--- config.mk ---
export PLATFORM = sky130hd
export DESIGN_NAME = rgb_command_frame_parser_top
export DESIGN_NICKNAME = d
export VERILOG_FILES = /design/src/rgbcfp_pkg.sv /design/src/rgbcfp_parser.sv /design/src/rgb_command_frame_parser_top.sv
export SDC_FILE = /design/constraint.sdc
export NUM_CORES = 1
export LEC_CHECK = 0
export ABC_AREA = 1
export BUFFER_PORTS_ARGS = -buffer_cell sky130_fd_sc_hd__buf_2
export CORE_MARGIN = 2
export CORE_UTILIZATION = 51
export CTS_CLUSTER_SIZE = 24
export DETAILED_ROUTE_END_ITERATION = 7
export PLACE_DENSITY = 0.87
export SYNTH_ARGS = -nofsm -noshare
export SYNTH_HDL_FRONTEND = slang
export SYNTH_SLANG_ARGS = --single-unit
--- constraint.sdc ---
create_clock -name aclk -period 2 [get_ports aclk]
set_clock_uncertainty 0.1 [all_clocks]
set_input_delay 0.3 -clock aclk [delete_from_list [all_inputs] [get_ports aclk]]
set_output_delay 0.3 -clock aclk [all_outputs]
set_load 0.02 [all_outputs]
--- src/rgbcfp_pkg.sv ---
// ----------------------------------------------------------------------------
// rgbcfp_pkg
// shared codes and types for the rgb command frame parser
// ----------------------------------------------------------------------------
package rgbcfp_pkg;

    // frame phases
    localparam logic [2:0] PH_HEAD  = 3'd0;
    localparam logic [2:0] PH_RED   = 3'd1;
    localparam logic [2:0] PH_GREEN = 3'd2;
    localparam logic [2:0] PH_BLUE  = 3'd3;
    localparam logic [2:0] PH_TAIL  = 3'd4;
    localparam logic [2:0] PH_TOSEL = 3'd5;

    // frame markers
    localparam logic [7:0] HDR_COLOR   = 8'hA0;
    localparam logic [7:0] HDR_TIMEOUT = 8'hA1;
    localparam logic [7:0] HDR_VER_LO  = 8'h76;
    localparam logic [7:0] HDR_VER_UP  = 8'h56;
    localparam logic [7:0] TAIL_MARK   = 8'hC0;
    localparam logic [7:0] TIMEOUT_LIMIT = 8'd21;

    // event codes
    localparam logic [2:0] EV_NONE    = 3'd0;
    localparam logic [2:0] EV_COLOR   = 3'd1;
    localparam logic [2:0] EV_TIMEOUT = 3'd2;
    localparam logic [2:0] EV_VERSION = 3'd3;
    localparam logic [2:0] EV_ERROR   = 3'd4;

    // one result transaction
    typedef struct packed {
        logic [2:0] event_res;
        logic [7:0] red_out;
        logic [7:0] green_out;
        logic [7:0] blue_out;
        logic [4:0] timeout_value;
        logic       frame_timer_run;
    } res_t;

endpackage

--- src/rgbcfp_parser.sv ---
// ----------------------------------------------------------------------------
// rgbcfp_parser
// frame state machine: holds the parse state and works out one step's result
// ----------------------------------------------------------------------------
module rgbcfp_parser (
    input  logic               aclk,
    input  logic               aresetn,
    input  logic               step_en,
    input  logic               cmd,
    input  logic [7:0]         rx_byte,
    output rgbcfp_pkg::res_t   res
);
    import rgbcfp_pkg::*;

    logic [2:0] phase_reg,   phase_next;
    logic [7:0] header_reg,  header_next;
    logic [4:0] timeout_reg, timeout_next;
    logic [7:0] red_reg,     red_next;
    logic [7:0] green_reg,   green_next;
    logic [7:0] blue_reg,    blue_next;
    logic [2:0] ev;

    always_comb begin
        phase_next   = phase_reg;
        header_next  = header_reg;
        timeout_next = timeout_reg;
        red_next     = red_reg;
        green_next   = green_reg;
        blue_next    = blue_reg;
        ev           = EV_NONE;

        if (cmd) begin
            // frame timeout only matters mid-frame
            if (phase_reg inside {PH_RED, PH_GREEN, PH_BLUE, PH_TAIL, PH_TOSEL}) begin
                ev          = EV_ERROR;
                header_next = '0;
                phase_next  = PH_HEAD;
            end
        end else begin
            case (phase_reg)
                PH_TOSEL: begin
                    if (rx_byte == 8'd0 || rx_byte >= TIMEOUT_LIMIT) begin
                        ev          = EV_ERROR;
                        header_next = '0;
                        phase_next  = PH_HEAD;
                    end else begin
                        timeout_next = rx_byte[4:0];
                        phase_next   = PH_TAIL;
                    end
                end
                PH_RED: begin
                    red_next   = rx_byte;
                    phase_next = PH_GREEN;
                end
                PH_GREEN: begin
                    green_next = rx_byte;
                    phase_next = PH_BLUE;
                end
                PH_BLUE: begin
                    blue_next  = rx_byte;
                    phase_next = PH_TAIL;
                end
                PH_TAIL: begin
                    if (rx_byte == TAIL_MARK && header_reg == HDR_TIMEOUT) begin
                        ev         = EV_TIMEOUT;
                        phase_next = PH_HEAD;
                    end else if (rx_byte == TAIL_MARK && header_reg == HDR_COLOR) begin
                        ev         = EV_COLOR;
                        phase_next = PH_HEAD;
                    end else begin
                        ev          = EV_ERROR;
                        header_next = '0;
                        phase_next  = PH_HEAD;
                    end
                end
                default: begin
                    // header wait, unused codes behave the same
                    header_next = rx_byte;
                    phase_next  = PH_HEAD;
                    if (rx_byte == HDR_TIMEOUT) begin
                        phase_next = PH_TOSEL;
                    end else if (rx_byte == HDR_COLOR) begin
                        phase_next = PH_RED;
                    end else if (rx_byte == HDR_VER_LO || rx_byte == HDR_VER_UP) begin
                        ev = EV_VERSION;
                    end else begin
                        ev          = EV_ERROR;
                        header_next = '0;
                    end
                end
            endcase
        end
    end

    always_comb begin
        res.event_res       = ev;
        res.red_out         = red_next;
        res.green_out       = green_next;
        res.blue_out        = blue_next;
        res.timeout_value   = timeout_next;
        res.frame_timer_run = (phase_next != PH_HEAD);
    end

    always_ff @(posedge aclk) begin
        if (!aresetn) begin
            phase_reg   <= PH_HEAD;
            header_reg  <= '0;
            timeout_reg <= '0;
            red_reg     <= '0;
            green_reg   <= '0;
            blue_reg    <= '0;
        end else if (step_en) begin
            phase_reg   <= phase_next;
            header_reg  <= header_next;
            timeout_reg <= timeout_next;
            red_reg     <= red_next;
            green_reg   <= green_next;
            blue_reg    <= blue_next;
        end
    end

endmodule

--- src/rgb_command_frame_parser_top.sv ---
// a transaction passes the input register, then the result register; its result is valid once it
// is in the result register, and a full result register that is not read holds it back
// throughput: one transaction per cycle as long as m_ready keeps the result register draining
// the input side keeps taking transactions while a result waits, up to one held in each register
// reset (aresetn low, synchronous): header wait, stored header, timeout and color levels cleared
// ----------------------------------------------------------------------------
// rgb_command_frame_parser_top
// parses received serial bytes into color, timeout and version command frames
// ----------------------------------------------------------------------------
module rgb_command_frame_parser_top (
    input  logic       aclk,
    input  logic       aresetn,
    // input channel
    input  logic       s_valid,
    output logic       s_ready,
    input  logic       s_cmd,
    input  logic [7:0] s_rx_byte,
    // result channel
    output logic       m_valid,
    input  logic       m_ready,
    output logic [2:0] m_event_res,
    output logic [7:0] m_red_out,
    output logic [7:0] m_green_out,
    output logic [7:0] m_blue_out,
    output logic [4:0] m_timeout_value,
    output logic       m_frame_timer_run
);
    import rgbcfp_pkg::*;

    // input register stage
    logic       in_valid_reg;
    logic       in_cmd_reg;
    logic [7:0] in_byte_reg;

    // result register stage
    logic       out_valid_reg;
    res_t       out_reg;

    res_t       step_res;
    logic       advance;

    // a held transaction moves on when the result register is free or draining
    assign advance = in_valid_reg && (!out_valid_reg || m_ready);
    // input register refills when empty or when its content moves on this cycle
    assign s_ready = !in_valid_reg || advance;

    always_ff @(posedge aclk) begin
        if (!aresetn) begin
            in_valid_reg <= 1'b0;
        end else if (s_ready) begin
            in_valid_reg <= s_valid;
        end
    end

    // payload only, no reset needed
    always_ff @(posedge aclk) begin
        if (s_ready && s_valid) begin
            in_cmd_reg  <= s_cmd;
            in_byte_reg <= s_rx_byte;
        end
    end

    // parse state advances exactly once per transaction
    rgbcfp_parser u_parser (
        .aclk    (aclk),
        .aresetn (aresetn),
        .step_en (advance),
        .cmd     (in_cmd_reg),
        .rx_byte (in_byte_reg),
        .res     (step_res)
    );

    always_ff @(posedge aclk) begin
        if (!aresetn) begin
            out_valid_reg <= 1'b0;
        end else if (advance) begin
            out_valid_reg <= 1'b1;
        end else if (m_ready) begin
            out_valid_reg <= 1'b0;
        end
    end

    always_ff @(posedge aclk) begin
        if (advance) begin
            out_reg <= step_res;
        end
    end

    assign m_valid           = out_valid_reg;
    assign m_event_res       = out_reg.event_res;
    assign m_red_out         = out_reg.red_out;
    assign m_green_out       = out_reg.green_out;
    assign m_blue_out        = out_reg.blue_out;
    assign m_timeout_value   = out_reg.timeout_value;
    assign m_frame_timer_run = out_reg.frame_timer_run;

endmodule

==> results.md, run 1 <==
* DR vias at a little over 3000
* Total power at 3.54 mW
* Headroom to the max-slew limit at 65.6%
* Commonest non-fill, non-tap cell in the layout: inv_1
* CP Launch Type: register
* Clk pin slew, worst setup/hold paths at 0.07 ns
* Worst Hold Class: in2reg
* Max Root-Sink Buffers at 2
* Pre-Repair DR Iteration Count at 6
* CTS Root Cell: clkbuf_8
* Global-route congestion overflow total at 0
* RSZ-0062 raised after global routing: true
* Die Y at 87.9 um
* Seq/Total Area, Yosys at a little under 60%
* DIE AREA at 7720 sq um
* Final WS setup at 0.100 ns
* H-tree depth at 3
* Hold-fix buffers, CTS at 0
* Final worst-path cycle share at a little over nine tenths
* Syn_nets at 434
* Site Rows at 30
* Wirelength, routed at about 8 mm
* Setup WS pre-CTS at -0.00793 ns
* Largest net degree at the start of global routing at between 40 and 50
* Synth Instances at 421
* Starting density of the core at 52.8%
* Synthesized area at 3590 sq um
* Clk sinks at 84
* Cell taking the most area after synthesis: edfxtp_1
* CTS Buf Count at 9
* Hold Vio Cnt, Final at 0
* DIE WIDTH at 87.9 um
* Endpoints failing setup at 0
* GR Util All Layers at 20.9%
* Top cell type's share of synthesized area at between 30% and 40%
* Yosys cell types at 24
* Worst-path fanout max at 7
* Synthesis warning total at 0
* Commonest cells after routing, fill and taps aside: 71 x inv_1, 64 x nor2_1, 63 x nand2_1
* Pins Over Slew Limit at 0
* Post-route non-filler standard cell count at 584
* Seq cells post-synth at 84
* Minimum clock period at 1.90 ns
* Max Freq at 526 MHz
* Port bufs at 47
* # DRC at 0
* DR vias/cell at approximately 5.2
* I/O pins at 48
* Post-DRT Antenna Nets at 0
* Max-cap viol count at 0
* Leak Pwr at 1.97 nW
* Outcome: finished, final reports clean
* Final net count at slightly below 500
* Placed Cells at 565
* Core Footprint at 6790 sq um
* Insertion delay to the later sink of the worst-skew pair at 0.35 ns
* Dpl hpwl at roughly 5.6 mm
* Initial drt markers at 265
* VDD IR max at 0.431 mV
* Area growth, synth to finish at 18.1%
* Layout cells sized above 1 at 18.0%
* WP data required at 2.15 ns
* First-pass GRT wire length at 12.4 mm
* Largest cells by area after synthesis: edfxtp_1 35%, dfxtp_1 23%, o21ai_0 8.2%
* Drt wl/cell at between 10 and 15 um
* Crit. End Element: register
* Post-layout util at 62.3%
* Vias in the first global route at 2731
* TritonCTS clock tree: done
* Mean post-synth cell area at 8.52 sq um
* Critical path class: reg2reg
* Routability cong. at 0.919
* Initial antenna violation count at 0
* CP arrival at 2.05 ns
* Slew @ Worst Pin at 0.516 ns
* Power Dens Cells at ~830 nW/um^2
* # diodes at 0
==> metal layers <==
layer  vias up  wire (um)  part of all wire [%]  global-route usage, %
met1      1394       3250                    41                   25.5
met5         -          0                     0                      0
met2       139       3880                    49                   35.6
met3        16        597                   7.6                   6.41
met4         0        157                   2.0                   6.85
li1       1498          -                     -                      -
==> cells in the mapped netlist <==
master,count
inv_1,72
nor2_1,66
nand2_1,64
o21ai_0,59
dfxtp_1,42
edfxtp_1,42
a21oi_1,21
nand3_1,13
clkbuf_1,10
nand4_1,7
nor3_1,5
o21ai_1,5
buf_2,3
o41ai_1,2
a21oi_2,1
buf_4,1
nand3_2,1
nand4_2,1
nor2_2,1
nor3_2,1
nor4_4,1
o21a_1,1
o21bai_1,1
or2_2,1
==> what timing repair did <==
action	in CTS	in global routing
resized for setup	1	8
cloned	0	1
buffers inserted	0	2
setup endpoints to repair	7	21
pin swaps	0	1
==> path summary, 6_finish.rpt <==
check                                                         start                                   end  slack [ns]  cells after the start
worst max register to register             in_byte_reg[3]$_DFFE_PP_  u_parser.timeout_reg[0]$_SDFFE_PN0P_        0.10                      8
worst min register to register  u_parser.header_reg[2]$_SDFFE_PN0P_   u_parser.header_reg[2]$_SDFFE_PN0P_        0.37                      2
worst min-delay path                                          s_cmd                  in_cmd_reg$_DFFE_PP_        0.02                      1
worst max-delay path                       in_byte_reg[3]$_DFFE_PP_  u_parser.timeout_reg[0]$_SDFFE_PN0P_        0.10                      8
==> layout make-up <==
cell class                 instances  area (sq um)
sequential                        84          2100
tap                               96           120
timing repair buffer              64           363
clock inverter                     3          38.8
multi-input combinational        252          1200
clock buffer                      13           139
inverter                          72           270
fill                             557          2560
==> report_power, final <==
part	switching [mW]	leakage, nW	internal [mW]
registers	0.0474	0.755	1.92
logic	0.296	1.13	0.143
clock network	0.556	0.0890	0.574
total	0.899	1.97	2.64
==> logic make-up after synthesis <==
kind of cell / Yosys count / synth area share, %
flip-flops: 84 / 58.6
AND/OR/NAND/NOR: 161 / 19.2
buffers and inverters: 86 / 9.21
AO/OA/AOI/OAI: 90 / 13.0
==> metrics by stage <==
stage               TNS [ns]  hold WS [ns]  cell area (sq um)
floorplan                  0         0.299               3590
global placement           0         0.345               4000
detailed placement  -0.00793         0.360               4000
CTS                        0        0.0131               4190
global route          -0.184        0.0177               4240
finish                     0        0.0221               4240
==> critical path, cell delays in order, from the launching register on <==
cell and delay [ns]:
edfxtp_1 0.48, inv_1 0.15, nand2_1 0.14, a21oi_4 0.24, nand4_2 0.27, nand2_1 0.12
o21ai_1 0.10, o21ai_0 0.16, inv_1 0.05
Power figures use the tool's default switching activity.
==> run 2: changes to the inputs <==
--- a/config.mk
+++ b/config.mk
@@ -7,8 +7,8 @@
 export LEC_CHECK = 0
 export ABC_AREA = 1
 export BUFFER_PORTS_ARGS = -buffer_cell sky130_fd_sc_hd__buf_2
-export CORE_MARGIN = 2
 export CORE_UTILIZATION = 51
+export CTS_BUF_LIST = sky130_fd_sc_hd__clkbuf_16
 export CTS_CLUSTER_SIZE = 24
 export DETAILED_ROUTE_END_ITERATION = 7
 export PLACE_DENSITY = 0.87
==> run 2 against run 1 <==
Compared with the run above: power is 17% higher; critical path type unchanged; highest routed layer unchanged; global-route usage is 1.3 points higher; hold slack better by 0.020 ns; critical endpoint is now u_parser.green_reg[6]$_SDFFE_PN0P_; clock power is 54% higher; sequential share of layout area is 1.2 points lower; critical path depth is 1 lower; via count is 2.5% lower.
==> results.md, run 2 (synthesis gave the netlist of run 1 again) <==
* Final net count at 492 (-0.81%)
* Global-route congestion overflow total at 0 (unchanged)
* Insertion delay to the later sink of the worst-skew pair at 0.33 ns (-0.02 ns)
* R2r setup slk at 0.08 ns (-0.02 ns)
* I/O pins at 48 (unchanged)
* # DRC at 0 (unchanged)
* Slew @ Worst Pin at 0.524 ns (+0.00816 ns)
* Slowest cell on crit path: edfxtp_1
* First-pass GRT wire length at 12.4 mm (+0.50%)
* Dpl hpwl at 5.30 mm (-4.5%)
* Crit path largest cell delay at 0.47 ns (about the same)
* Critical-path cell list: inv_1, buf_4, nand4_1, buf_4, o21ai_0, o21ai_0, inv_1
* Minimum clock period at 1.92 ns (+0.0232 ns)
* Core Footprint at 6790 sq um (unchanged)
* Area growth, synth to finish at 21.1%
* CTS Buf Count at 9 (unchanged)
* Hold Vio Cnt, Final at 0 (unchanged)
* Port bufs at 47 (unchanged)
* Clk pin slew, worst setup/hold paths at 0.06 ns (about the same)
* Pre-Repair DR Iteration Count at 5 (-1)
* Site Rows at 30 (unchanged)
* Headroom to the max-slew limit at 65.0% (-0.54 points)
* Starting density of the core at 52.8% (unchanged)
* DR vias at 2971 (-2.5%)
* RSZ-0062 raised after global routing: false
* Max-cap viol count at 0 (unchanged)
* Initial drt markers at 259 (-2.3%)
* Post-CTS Setup Bufs at 0 (unchanged)
* Largest net degree at the start of global routing at 47 (unchanged)
* Commonest non-fill, non-tap cell in the layout: inv_1
* Commonest cells after routing, fill and taps aside: 72 x inv_1, 64 x nor2_1, 63 x nand2_1
* Crit. End Element: register
* Max Freq at 520 MHz (-1.2%)
* CP arrival at 2.10 ns (+0.05 ns)
* Vias in the first global route at 2731 (unchanged)
* Clk sinks at 84 (unchanged)
* Routability cong. at 0.896 (-2.5%)
* Final worst-path cycle share at 96.1% (+1.2 points)
* TritonCTS clock tree: done
* CP Launch Type: register
* Worst Hold Class: in2reg
* Worst-path fanout max at 16 (+9)
* DIE WIDTH at 85.9 um (-2.3%)
* Post_cts resized at 0 (-1)
* CTS Root Cell: clkbuf_16
* Die Y at 85.9 um (-2.3%)
* GR Util All Layers at 22.3% (+1.3 points)
* Hold-fix buffers, CTS at 0 (unchanged)
* Filler Cell Count at 531 (-4.7%)
* Setup TNS at 0 ns (unchanged)
* DR vias/cell at 5.12 (-1.8%)
* Total power at 4.15 mW (+17%)
* Leak Pwr at 2.03 nW (+2.8%)
* # diodes at 0 (unchanged)
* Drt wl/cell at 13.3 um (-1.8%)
* WP data required at 2.18 ns (+0.03 ns)
* Max Root-Sink Buffers at 2 (unchanged)
* Power Dens Cells at 955 nW/um^2 (+14%)
* Outcome: finished, final reports clean
* Layout cells sized above 1 at 18.2% (+0.15 points)
* Initial antenna violation count at 0 (unchanged)
* Post-DRT Antenna Nets at 0 (unchanged)
* Pins Over Slew Limit at 0 (unchanged)
* VDD IR max at 0.577 mV (+34%)
* DIE AREA at 7370 sq um (-4.5%)
* Endpoints failing setup at 0 (unchanged)
* Critical path class: reg2reg
* Wirelength, routed at 7.69 mm (-2.5%)
* H-tree depth at 3 (unchanged)
run 2: path summary, 6_finish.rpt:
check | to | cells past startpoint | from
setup / recovery | u_parser.green_reg[6]$_SDFFE_PN0P_ | 7 | in_cmd_reg$_DFFE_PP_
setup reg to reg | u_parser.green_reg[6]$_SDFFE_PN0P_ | 7 | in_cmd_reg$_DFFE_PP_
hold reg to reg | u_parser.header_reg[3]$_SDFFE_PN0P_ | 2 | u_parser.header_reg[3]$_SDFFE_PN0P_
hold / removal | in_cmd_reg$_DFFE_PP_ | 1 | s_cmd
run 2: report_power, final:
group	switching, mW	internal, mW	leakage [nW]
Clock	0.657	1.09	0.155
Sequential	0.0504	1.92	0.755
Combinational	0.291	0.141	1.12
Total	0.998	3.15	2.03
run 2: layout make-up:
class | instances | area (sq um) | area share (%)
timing repair buffer | 61 | 353 | 8.12
sequential | 84 | 2100 | 48.4
clock inverter | 7 | 91.3 | 2.10
tap | 96 | 120 | 2.76
inverter | 72 | 270 | 6.22
clock buffer | 9 | 225 | 5.18
multi-input combinational | 251 | 1180 | 27.2
run 2: metal layers:
metal	share of wire (%)	vias up	GRT usage (%)
li1	-	1480	-
met1	42	1356	26.8
met2	49	119	37.5
met3	6.8	16	5.97
met4	2.2	0	9.85
met5	0	-	0
run 2: critical path, delay by kind of cell (launching register included):
kind	cells	cell delay, ns
AOI/OAI and AO/OA	2	0.50
buffers and inverters	4	0.66
DFF	1	0.47
and+or+nand+nor	1	0.14
run 2: through the flow:
stage	setup WS [ns]	instances	hold WS, ns	instance area [sq um]	util (%)
6_report	0.0772	580	0.0420	4340	63.9
5_1_grt	0.00628	580	0.0343	4340	63.9
4_1_cts	0.0479	580	0.0329	4320	63.6
3_5_place_dp	0.0626	564	0.353	4010	59.0
3_3_place_gp	0.191	564	0.349	4010	59.0
2_1_floorplan	0.262	421	0.299	3590	-
